### config.mk
export PLATFORM = sky130hd
export DESIGN_NAME = march_memory_test_controller_top
export DESIGN_NICKNAME = d
export VERILOG_FILES = /design/src/design/mmt_pkg.sv /design/src/design/mmt_cfg_regs.sv /design/src/design/mmt_march_core.sv /design/src/design/march_memory_test_controller_top.sv
export VERILOG_INCLUDE_DIRS = /design/src /design/src/design
export SDC_FILE = /design/constraint.sdc
export NUM_CORES = 1
export LEC_CHECK = 0
export BUFFER_PORTS_ARGS = -buffer_cell sky130_fd_sc_hd__buf_4
export CORE_MARGIN = 2
export CORE_UTILIZATION = 55
export CTS_CLUSTER_DIAMETER = 50
export CTS_CLUSTER_SIZE = 25
export DETAILED_ROUTE_END_ITERATION = 8
export PLACE_DENSITY_LB_ADDON = 0.15
export SLEW_MARGIN = 40
export SYNTH_ARGS = -nofsm -noshare
export SYNTH_HDL_FRONTEND = slang
export SYNTH_HIERARCHICAL = 1
export SYNTH_SLANG_ARGS = --single-unit
### constraint.sdc
create_clock -name clk_i -period 8 [get_ports clk_i]
set_input_delay 0.4 -clock clk_i [delete_from_list [all_inputs] [get_ports clk_i]]
set_output_delay 0.4 -clock clk_i [all_outputs]
set_load 0.01 [all_outputs]
### src/design/march_memory_test_controller_top_assert.svh
// -----------------------------------------------------------------------------
// March memory test controller: assertion macros
// Shared concurrent assertion forms, clocked on clk_i and disabled in reset.
// -----------------------------------------------------------------------------
`ifndef MARCH_MEMORY_TEST_CONTROLLER_TOP_ASSERT_SVH
`define MARCH_MEMORY_TEST_CONTROLLER_TOP_ASSERT_SVH

// The consequent must hold in the same cycle as the antecedent.
`define MMT_ASSERT_SAME(label, ante, cons) \
  label: assert property (@(posedge clk_i) disable iff (!rst_ni) (ante) |-> (cons)) \
    else $error("%m: assertion failed");

// The consequent must hold in the cycle after the antecedent.
`define MMT_ASSERT_NEXT(label, ante, cons) \
  label: assert property (@(posedge clk_i) disable iff (!rst_ni) (ante) |=> (cons)) \
    else $error("%m: assertion failed");

`endif

### src/design/mmt_pkg.sv
// -----------------------------------------------------------------------------
// March memory test controller package
// Phase and expected-data codes, register indexes and shared types.
// -----------------------------------------------------------------------------
package mmt_pkg;

  // Default widths of the memory address and data buses.
  localparam int unsigned AddrWidthDefault = 12;
  localparam int unsigned DataWidthDefault = 8;

  // Reset values of the address range registers.
  localparam int unsigned StartAddrReset = 256;
  localparam int unsigned EndAddrReset   = 2304;

  // Configuration register indexes.
  localparam int unsigned CfgIndexWidth = 1;
  localparam logic [CfgIndexWidth-1:0] CfgStartAddr = 1'b0;
  localparam logic [CfgIndexWidth-1:0] CfgEndAddr   = 1'b1;

  // March sequencer phases.
  typedef enum logic [3:0] {
    PhIdle,
    PhW0,
    PhR0,
    PhW1,
    PhR1,
    PhW0d,
    PhR0d,
    PhCheck,
    PhDone
  } phase_e;

  // Value expected from the read issued in the previous word.
  typedef enum logic [1:0] {
    ExpNone,
    ExpZero,
    ExpOnes
  } expect_e;

  // Command and status flags of one result word.
  typedef struct packed {
    logic mem_read;
    logic mem_write;
    logic busy;
    logic done;
    logic fail;
  } cmd_flags_t;

endpackage

### src/design/mmt_cfg_regs.sv
// -----------------------------------------------------------------------------
// March memory test controller: configuration registers
// Holds the start and exclusive end address of the tested range.
// -----------------------------------------------------------------------------
module mmt_cfg_regs #(
  parameter int unsigned ADDR_WIDTH = mmt_pkg::AddrWidthDefault
) (
  input  logic                               clk_i,
  input  logic                               rst_ni,
  input  logic                               cfg_valid_i,
  output logic                               cfg_ready_o,
  input  logic [mmt_pkg::CfgIndexWidth-1:0]  cfg_index_i,
  input  logic [ADDR_WIDTH-1:0]              cfg_data_i,
  output logic [ADDR_WIDTH-1:0]              start_addr_o,
  output logic [ADDR_WIDTH-1:0]              end_addr_o
);
  import mmt_pkg::*;

  logic [ADDR_WIDTH-1:0] start_addr_q, start_addr_d;
  logic [ADDR_WIDTH-1:0] end_addr_q, end_addr_d;
  logic                  cfg_write;

  // The register file takes a word in every cycle.
  assign cfg_ready_o = 1'b1;
  assign cfg_write   = cfg_valid_i && cfg_ready_o;

  // Register index decode.
  always_comb begin
    start_addr_d = start_addr_q;
    end_addr_d   = end_addr_q;
    if (cfg_write) begin
      unique case (cfg_index_i)
        CfgStartAddr: start_addr_d = cfg_data_i;
        CfgEndAddr:   end_addr_d   = cfg_data_i;
        default: ;
      endcase
    end
  end

  always_ff @(posedge clk_i or negedge rst_ni) begin
    if (!rst_ni) begin
      start_addr_q <= ADDR_WIDTH'(StartAddrReset);
      end_addr_q   <= ADDR_WIDTH'(EndAddrReset);
    end else begin
      start_addr_q <= start_addr_d;
      end_addr_q   <= end_addr_d;
    end
  end

  assign start_addr_o = start_addr_q;
  assign end_addr_o   = end_addr_q;

endmodule

### src/design/mmt_march_core.sv
// -----------------------------------------------------------------------------
// March memory test controller: MATS++ sequencer core
// Holds the march state, checks returned read data and forms the command of
// the current word; the state advances on each step.
// -----------------------------------------------------------------------------
module mmt_march_core #(
  parameter int unsigned ADDR_WIDTH = mmt_pkg::AddrWidthDefault,
  parameter int unsigned DATA_WIDTH = mmt_pkg::DataWidthDefault
) (
  input  logic                    clk_i,
  input  logic                    rst_ni,
  input  logic                    step_i,
  input  logic                    action_i,
  input  logic [DATA_WIDTH-1:0]   read_data_i,
  input  logic [ADDR_WIDTH-1:0]   start_addr_i,
  input  logic [ADDR_WIDTH-1:0]   end_addr_i,
  output logic [ADDR_WIDTH-1:0]   mem_address_o,
  output logic [DATA_WIDTH-1:0]   mem_write_data_o,
  output logic [ADDR_WIDTH-1:0]   fail_address_o,
  output mmt_pkg::cmd_flags_t     flags_o
);
  import mmt_pkg::*;

  `include "march_memory_test_controller_top_assert.svh"

  phase_e                phase_q, phase_d;
  expect_e               exp_q, exp_d;
  logic [ADDR_WIDTH-1:0] cur_q, cur_d;
  logic                  failed_q, failed_d;
  logic [ADDR_WIDTH-1:0] ffa_q, ffa_d;
  logic                  fin_q, fin_d;

  logic                  active;
  logic [DATA_WIDTH-1:0] want;
  logic [ADDR_WIDTH-1:0] rd_addr;
  logic                  mismatch;
  logic                  inc_ok;
  logic                  issue;

  logic [ADDR_WIDTH-1:0] cmd_addr;
  logic [DATA_WIDTH-1:0] cmd_wdata;
  logic                  cmd_rd;
  logic                  cmd_wr;

  // Read-back check of the outstanding read. In the descending read-1 phase
  // the address has already stepped down, so the read was one above it.
  assign active   = (phase_q != PhIdle) && (phase_q != PhDone);
  assign want     = (exp_q == ExpOnes) ? {DATA_WIDTH{1'b1}} : '0;
  assign rd_addr  = (phase_q == PhR1) ? (cur_q + ADDR_WIDTH'(1)) : cur_q;
  assign mismatch = !action_i && active && (exp_q != ExpNone) && (read_data_i != want);
  assign issue    = !action_i && active && !mismatch;

  // An ascending element continues while the next address stays below the end.
  assign inc_ok = (({1'b0, cur_q} + (ADDR_WIDTH + 1)'(1)) < {1'b0, end_addr_i});

  // Next state.
  always_comb begin
    phase_d  = phase_q;
    exp_d    = exp_q;
    cur_d    = cur_q;
    failed_d = failed_q;
    ffa_d    = ffa_q;
    fin_d    = fin_q;
    if (action_i) begin
      exp_d    = ExpNone;
      failed_d = 1'b0;
      ffa_d    = '0;
      cur_d    = start_addr_i;
      if (start_addr_i >= end_addr_i) begin
        fin_d   = 1'b1;
        phase_d = PhDone;
      end else begin
        fin_d   = 1'b0;
        phase_d = PhW0;
      end
    end else if (!active) begin
      exp_d = ExpNone;
    end else if (mismatch) begin
      exp_d    = ExpNone;
      failed_d = 1'b1;
      ffa_d    = rd_addr;
      fin_d    = 1'b1;
      phase_d  = PhDone;
    end else begin
      exp_d = ExpNone;
      unique case (phase_q)
        PhW0: begin
          if (inc_ok) begin
            cur_d = cur_q + ADDR_WIDTH'(1);
          end else begin
            phase_d = PhR0;
            cur_d   = start_addr_i;
          end
        end
        PhR0: begin
          exp_d   = ExpZero;
          phase_d = PhW1;
        end
        PhW1: begin
          if (inc_ok) begin
            cur_d   = cur_q + ADDR_WIDTH'(1);
            phase_d = PhR0;
          end else begin
            phase_d = PhR1;
            cur_d   = (end_addr_i > start_addr_i) ? (end_addr_i - ADDR_WIDTH'(1))
                                                  : start_addr_i;
          end
        end
        PhR1: begin
          exp_d   = ExpOnes;
          phase_d = PhW0d;
        end
        PhW0d: begin
          phase_d = PhR0d;
        end
        PhR0d: begin
          exp_d = ExpZero;
          if (cur_q <= start_addr_i) begin
            phase_d = PhCheck;
          end else begin
            cur_d   = cur_q - ADDR_WIDTH'(1);
            phase_d = PhR1;
          end
        end
        default: begin
          // Final check cycle: the last read matched.
          fin_d   = 1'b1;
          phase_d = PhDone;
        end
      endcase
    end
  end

  // Command of the current word.
  always_comb begin
    cmd_addr  = '0;
    cmd_wdata = '0;
    cmd_rd    = 1'b0;
    cmd_wr    = 1'b0;
    if (issue) begin
      unique case (phase_q)
        PhW0: begin
          cmd_addr = cur_q;
          cmd_wr   = 1'b1;
        end
        PhR0: begin
          cmd_addr = cur_q;
          cmd_rd   = 1'b1;
        end
        PhW1: begin
          cmd_addr  = cur_q;
          cmd_wr    = 1'b1;
          cmd_wdata = {DATA_WIDTH{1'b1}};
        end
        PhR1: begin
          cmd_addr = cur_q;
          cmd_rd   = 1'b1;
        end
        PhW0d: begin
          cmd_addr = cur_q;
          cmd_wr   = 1'b1;
        end
        PhR0d: begin
          cmd_addr = cur_q;
          cmd_rd   = 1'b1;
        end
        default: ;
      endcase
    end
  end

  // State registers advance once per step.
  always_ff @(posedge clk_i or negedge rst_ni) begin
    if (!rst_ni) begin
      phase_q  <= PhIdle;
      exp_q    <= ExpNone;
      cur_q    <= '0;
      failed_q <= 1'b0;
      ffa_q    <= '0;
      fin_q    <= 1'b0;
    end else if (step_i) begin
      phase_q  <= phase_d;
      exp_q    <= exp_d;
      cur_q    <= cur_d;
      failed_q <= failed_d;
      ffa_q    <= ffa_d;
      fin_q    <= fin_d;
    end
  end

  // Status reflects the state after this word.
  assign mem_address_o     = cmd_addr;
  assign mem_write_data_o  = cmd_wdata;
  assign fail_address_o    = ffa_d;
  assign flags_o.mem_read  = cmd_rd;
  assign flags_o.mem_write = cmd_wr;
  assign flags_o.busy      = (phase_d != PhIdle) && (phase_d != PhDone);
  assign flags_o.done      = fin_d;
  assign flags_o.fail      = failed_d;

  // A failure always halts the test in the done phase.
  `MMT_ASSERT_SAME(a_fail_halts, failed_q, fin_q && (phase_q == PhDone))
  // A start clears the outstanding read and the fail status.
  `MMT_ASSERT_NEXT(a_start_clears, step_i && action_i, (exp_q == ExpNone) && !failed_q)
  // The all-ones pattern goes out only with a write command.
  `MMT_ASSERT_SAME(a_wdata_on_write, cmd_wdata != '0, cmd_wr && !cmd_rd)
  // A mismatch records the address of the read that failed.
  `MMT_ASSERT_NEXT(a_mismatch_addr, step_i && mismatch, failed_q && (ffa_q == $past(rd_addr)))

endmodule

### src/design/march_memory_test_controller_top.sv
// -----------------------------------------------------------------------------
// March memory test controller top level
// MATS++ sequencer with input register, result register and config port.
// -----------------------------------------------------------------------------
// Usage: each input word on the in channel (in_valid_i / in_stall_o) is either
// a start (action_i = 1) or a tick (action_i = 0) carrying the read data for
// the read issued in the previous result. Every accepted word yields exactly
// one result word on the out channel (out_valid_o / out_stall_i) with the
// memory command of that cycle and the test status.
// An accepted word lands in the input register; its result enters the result
// register when that is free or its word is taken. Throughput: one word per
// cycle while the receiver does not stall; the sequencer state updates once
// per accepted word. The config port (cfg_valid_i / cfg_ready_o) sets the
// start and exclusive end address and is always ready; the user must write it
// only while the block is idle, as the block does not enforce this. Reset
// empties both registers, puts the sequencer in idle and restores the default
// address range. When the receiver stalls, the result holds and the input
// register refills once; in_stall_o then rises until the result moves.
// -----------------------------------------------------------------------------
module march_memory_test_controller_top #(
  parameter int unsigned ADDR_WIDTH = mmt_pkg::AddrWidthDefault,
  parameter int unsigned DATA_WIDTH = mmt_pkg::DataWidthDefault
) (
  input  logic                               clk_i,
  input  logic                               rst_ni,
  input  logic                               in_valid_i,
  output logic                               in_stall_o,
  input  logic                               action_i,
  input  logic [DATA_WIDTH-1:0]              read_data_i,
  output logic                               out_valid_o,
  input  logic                               out_stall_i,
  output logic [ADDR_WIDTH-1:0]              mem_address_o,
  output logic                               mem_read_o,
  output logic                               mem_write_o,
  output logic [DATA_WIDTH-1:0]              mem_write_data_o,
  output logic                               busy_res_o,
  output logic                               done_res_o,
  output logic                               fail_o,
  output logic [ADDR_WIDTH-1:0]              fail_address_o,
  input  logic                               cfg_valid_i,
  output logic                               cfg_ready_o,
  input  logic [mmt_pkg::CfgIndexWidth-1:0]  cfg_index_i,
  input  logic [ADDR_WIDTH-1:0]              cfg_data_i
);
  import mmt_pkg::*;

  logic                  in_valid_q, in_valid_d;
  logic                  in_action_q;
  logic [DATA_WIDTH-1:0] in_rdata_q;
  logic                  out_valid_q, out_valid_d;
  logic [ADDR_WIDTH-1:0] res_addr_q;
  logic [DATA_WIDTH-1:0] res_wdata_q;
  logic [ADDR_WIDTH-1:0] res_ffa_q;
  cmd_flags_t            res_flags_q;

  logic                  load;
  logic                  advance;
  logic [ADDR_WIDTH-1:0] start_addr;
  logic [ADDR_WIDTH-1:0] end_addr;
  logic [ADDR_WIDTH-1:0] core_addr;
  logic [DATA_WIDTH-1:0] core_wdata;
  logic [ADDR_WIDTH-1:0] core_ffa;
  cmd_flags_t            core_flags;

  // Address range registers.
  mmt_cfg_regs #(
    .ADDR_WIDTH(ADDR_WIDTH)
  ) u_cfg (
    .clk_i       (clk_i),
    .rst_ni      (rst_ni),
    .cfg_valid_i (cfg_valid_i),
    .cfg_ready_o (cfg_ready_o),
    .cfg_index_i (cfg_index_i),
    .cfg_data_i  (cfg_data_i),
    .start_addr_o(start_addr),
    .end_addr_o  (end_addr)
  );

  // Handshake: the input word moves on when the result register is free or
  // its word is taken in the same cycle.
  assign advance    = in_valid_q && (!out_valid_q || !out_stall_i);
  assign in_stall_o = in_valid_q && !advance;
  assign load       = in_valid_i && !in_stall_o;

  always_comb begin
    in_valid_d = in_valid_q;
    if (load) begin
      in_valid_d = 1'b1;
    end else if (advance) begin
      in_valid_d = 1'b0;
    end
  end

  always_comb begin
    out_valid_d = out_valid_q;
    if (advance) begin
      out_valid_d = 1'b1;
    end else if (!out_stall_i) begin
      out_valid_d = 1'b0;
    end
  end

  always_ff @(posedge clk_i or negedge rst_ni) begin
    if (!rst_ni) begin
      in_valid_q  <= 1'b0;
      out_valid_q <= 1'b0;
    end else begin
      in_valid_q  <= in_valid_d;
      out_valid_q <= out_valid_d;
    end
  end

  // Input register payload.
  always_ff @(posedge clk_i) begin
    if (load) begin
      in_action_q <= action_i;
      in_rdata_q  <= read_data_i;
    end
  end

  // Sequencer core.
  mmt_march_core #(
    .ADDR_WIDTH(ADDR_WIDTH),
    .DATA_WIDTH(DATA_WIDTH)
  ) u_core (
    .clk_i           (clk_i),
    .rst_ni          (rst_ni),
    .step_i          (advance),
    .action_i        (in_action_q),
    .read_data_i     (in_rdata_q),
    .start_addr_i    (start_addr),
    .end_addr_i      (end_addr),
    .mem_address_o   (core_addr),
    .mem_write_data_o(core_wdata),
    .fail_address_o  (core_ffa),
    .flags_o         (core_flags)
  );

  // Result register payload.
  always_ff @(posedge clk_i) begin
    if (advance) begin
      res_addr_q  <= core_addr;
      res_wdata_q <= core_wdata;
      res_ffa_q   <= core_ffa;
      res_flags_q <= core_flags;
    end
  end

  assign out_valid_o      = out_valid_q;
  assign mem_address_o    = res_addr_q;
  assign mem_read_o       = res_flags_q.mem_read;
  assign mem_write_o      = res_flags_q.mem_write;
  assign mem_write_data_o = res_wdata_q;
  assign busy_res_o       = res_flags_q.busy;
  assign done_res_o       = res_flags_q.done;
  assign fail_o           = res_flags_q.fail;
  assign fail_address_o   = res_ffa_q;

endmodule
==> impl_metrics.toml <==
[route]
vias = 5046
wl_um = 15300
avgViaCountPerCell = 6.16
dr.pass1.iters = 7
wl_per_cell_um = 18.7
drtAntennaViolNets = 0
drc = 7
drt_iter0_drc = 530

[timing]
tightestPinTransition_ns = 0.743
timing.fmax_mhz = 241
finalCritPeriodShare_pct = 51.9
setup_violations = 0
finalHoldViolCount = 0
whs_ns = 0.0202
fin_worst_skew_ns = 0.00735
slew_violations = 0
layout_min_cycle_time_ns = 4.15
rsz0062_at_grt = "no"
relSlewSlack_pct = 50.1
tns_ns = 0

[setup_path]
r2r_end = "u_core/cur_q[8]"
critPathTopFamily = "simple AND/OR/NAND/NOR gates"
cp_data_required_time_ns = 8.29
endpoint_kind = "flop"
crit_chain = "ha_1 > nand3_2 > nor2_1 > nand4_1 > xnor2_1 > ha_1 > a21o_1 > a21oi_1 > o211ai_2 > nor3_1 > nand3_1 > a311oi_1 > o31a_1"
max_stage_delay_ns = 0.64
crit_fanout = 15
rr_startpoint = "u_core/cur_q[1]"
arrival_ns = 4.44
crit_slowest_cell = "nor3_1"
cp-start-kind = "flop"
path_class = "reg2reg"
path_common_cell = "ha_1"
rrSetupSlack_ns = 3.85
reg2regPathDepth = 13
crit_buf_inv = 0

[synthesis]
synth_edf_count = 46
ys_seq_area_share_pct = 43.4
yosysTopAreaCell = "edfxtp_1"
avgSynthCellArea_um2 = 10.3
ys_ff_latch = 104
synth_warnings = 6
synthFlopType = "dfrtp_1"
synth_cell_types = 78
synthTopCellsByArea = "edfxtp_1 21%, dfrtp_1 21%, ha_1 7.3%"
syn-num-nets = 701
synthesis.instances = 636
synth_top_area_share_pct = 21.1
synthArstFlopShare_pct = 55.8
synthesis.area_um2 = 6530

[finish]
final_core_util_pct = 63.4
postLayoutCellArea_um2 = 7300
n_antenna_cell = 0
layout.nets = 736
layout.cells.non_filler = 819
multi_input_comb_area_um2 = 3280
regArea_um2 = 2840
drive_gt1_share_pct = 21.6
area_growth_pct = 11.8
fillers = 942

[grt]
grt_pass1_wl_um = 24800
grt_overflow = 0
grt_antenna_before_repair = 0
grt_max_degree = 64
grtUsageTotal_pct = 24.8
use_met1_pct = 35.0
grtUsageMet2_pct = 38.3
grt_pass1_vias = 4834
use_met3_pct = 3.86
grt-busiest-layer = "met2"

[flow_run]
cap_violations = 0

[floorplan]
die_area_um2 = 12800
dieHeight_um = 113
ios = 67
start_util_pct = 56.7
core_area_um2 = 11500
row_count = 39
fp.dieW_um = 113

[clock_tree]
clock_latency_ns = 0.36
cts_tree = "done"
cts_resized = 0
cts.sinks = 104
clk_pin_slew_ns = 0.07
cts_buffers = 9
cts_buffer_depth = 2
htreeDepth = 3
clk_root_buffer_cell = "clkbuf_16"
post_cts_buffers = 0
ctsHoldBuffers = 0

[pwr]
power_density_nw_per_um2 = 283
p_leak_nw = 2.99
vdd_drop_max_mv = 0.127

[run_status]
violations = "design-rule violations"
status = "finished with violations"

[worst_hold_path]
hold_path_class = "in2async"

[placed_design]
dpl-instance-area_um2 = 6970
io_buffers = 65
dp.cells = 801
hpwl_um = 11100
routabilityCongestion = 0.900
[area by class of cell]
class                      instances  share of cell area (%)
timing repair buffer              72                    7.66
clock buffer                      11                    3.19
multi-input combinational        444                    44.9
clock inverter                     5                   0.891
inverter                          40                    2.06
tap                              143                    2.45
sequential                       104                    38.8
[per-layer routing]
metal	wire length, um	vias to the layer above	share of wire, %
li1	-	2393	-
met1	6930	2396	45
met2	7130	234	46
met3	937	23	6.1
met4	340	0	2.2
met5	0	-	0
[layout by cell type (no fill, tap or decap), types with 4 or more instances in the layout]
| master | instances |
|---|---|
| nand2_1 | 41 |
| ha_1 | 38 |
| nor3_1 | 13 |
| dfrtp_1 | 55 |
| clkbuf_16 | 9 |
| nand4_1 | 12 |
| or3_1 | 6 |
| a31oi_1 | 6 |
| edfxtp_1 | 46 |
| inv_1 | 40 |
| a21oi_1 | 31 |
| and2_1 | 12 |
| a211oi_1 | 11 |
| o21ai_0 | 19 |
| xnor2_1 | 27 |
| nand3_1 | 16 |
| xor2_1 | 6 |
| nor2_1 | 46 |
| mux2_2 | 26 |
| nor4_1 | 16 |
| o21ai_1 | 4 |
| nand2b_1 | 6 |
| buf_4 | 69 |
| o221ai_1 | 5 |
| o22ai_1 | 8 |
| a311oi_1 | 5 |
| nor2b_1 | 5 |
| mux2_4 | 10 |
| o31a_1 | 8 |
[synthesized netlist by cell type, drive strengths merged (8+ instances only)]
master	number
o31a	8
and2	12
nor3	15
xnor2	27
nand4	12
buf	33
nor4	16
clkbuf	15
a211oi	12
edfxtp	46
nand3	19
dfrtp	55
nor2	46
ha	38
mux2	36
inv	40
o22ai	8
o21ai	24
a21oi	32
nand2	42
[flip-flops by register name, indices dropped and copies added (netlist names), 8 cells and up]
register            count
mem_address_o          12
u_cfg/start_addr_o     12
u_cfg/end_addr_o       12
in_rdata_q              8
u_core/cur_q           12
u_core/ffa_q           12
mem_write_data_o        8
fail_address_o         12
[power breakdown]
group          leakage [nW]  internal, W  switching [W]
logic                  1.69     0.000352       0.000466
registers              1.16     0.000648       0.000152
clock network         0.138     0.000246       0.000204
[worst max-delay path by stage]
stage | start | endpoint | depth (start not counted) | slack [ns]
floorplan | out_valid_o | u_core/cur_q[7] | 8 | 3.23
global placement | u_core/cur_q[1] | u_core/cur_q[3] | 13 | 4.17
detailed placement | u_core/cur_q[1] | u_core/cur_q[11] | 13 | 4.01
CTS | u_core/cur_q[1] | u_core/cur_q[11] | 13 | 3.96
global route | u_core/cur_q[1] | u_core/cur_q[2] | 13 | 3.66
finish | u_core/cur_q[1] | u_core/cur_q[8] | 13 | 3.85
[through the flow]
stage	power (W)	worst slack, ns
2_1_floorplan	0.00139	3.23
3_3_place_gp	0.00158	4.17
3_5_place_dp	0.00160	4.01
4_1_cts	0.00206	3.96
5_1_grt	0.00219	3.66
6_report	0.00207	3.85
[logic make-up (layout without fill, tap and decap cells)]
kind of cell	count (synthesis)	after routing	share of synthesized area, %
and+or+nand+nor	199	199	16.1
DFF	104	104	43.4
xor gates and xnor gates	33	33	4.42
muxes	36	36	6.78
buffers and inverters	88	128	7.07
adders and majority gates	38	38	7.28
AOI/OAI and AO/OA	137	137	14.8
other	1	1	0.0574
No activity file was read; power rests on OpenSTA's default activity.
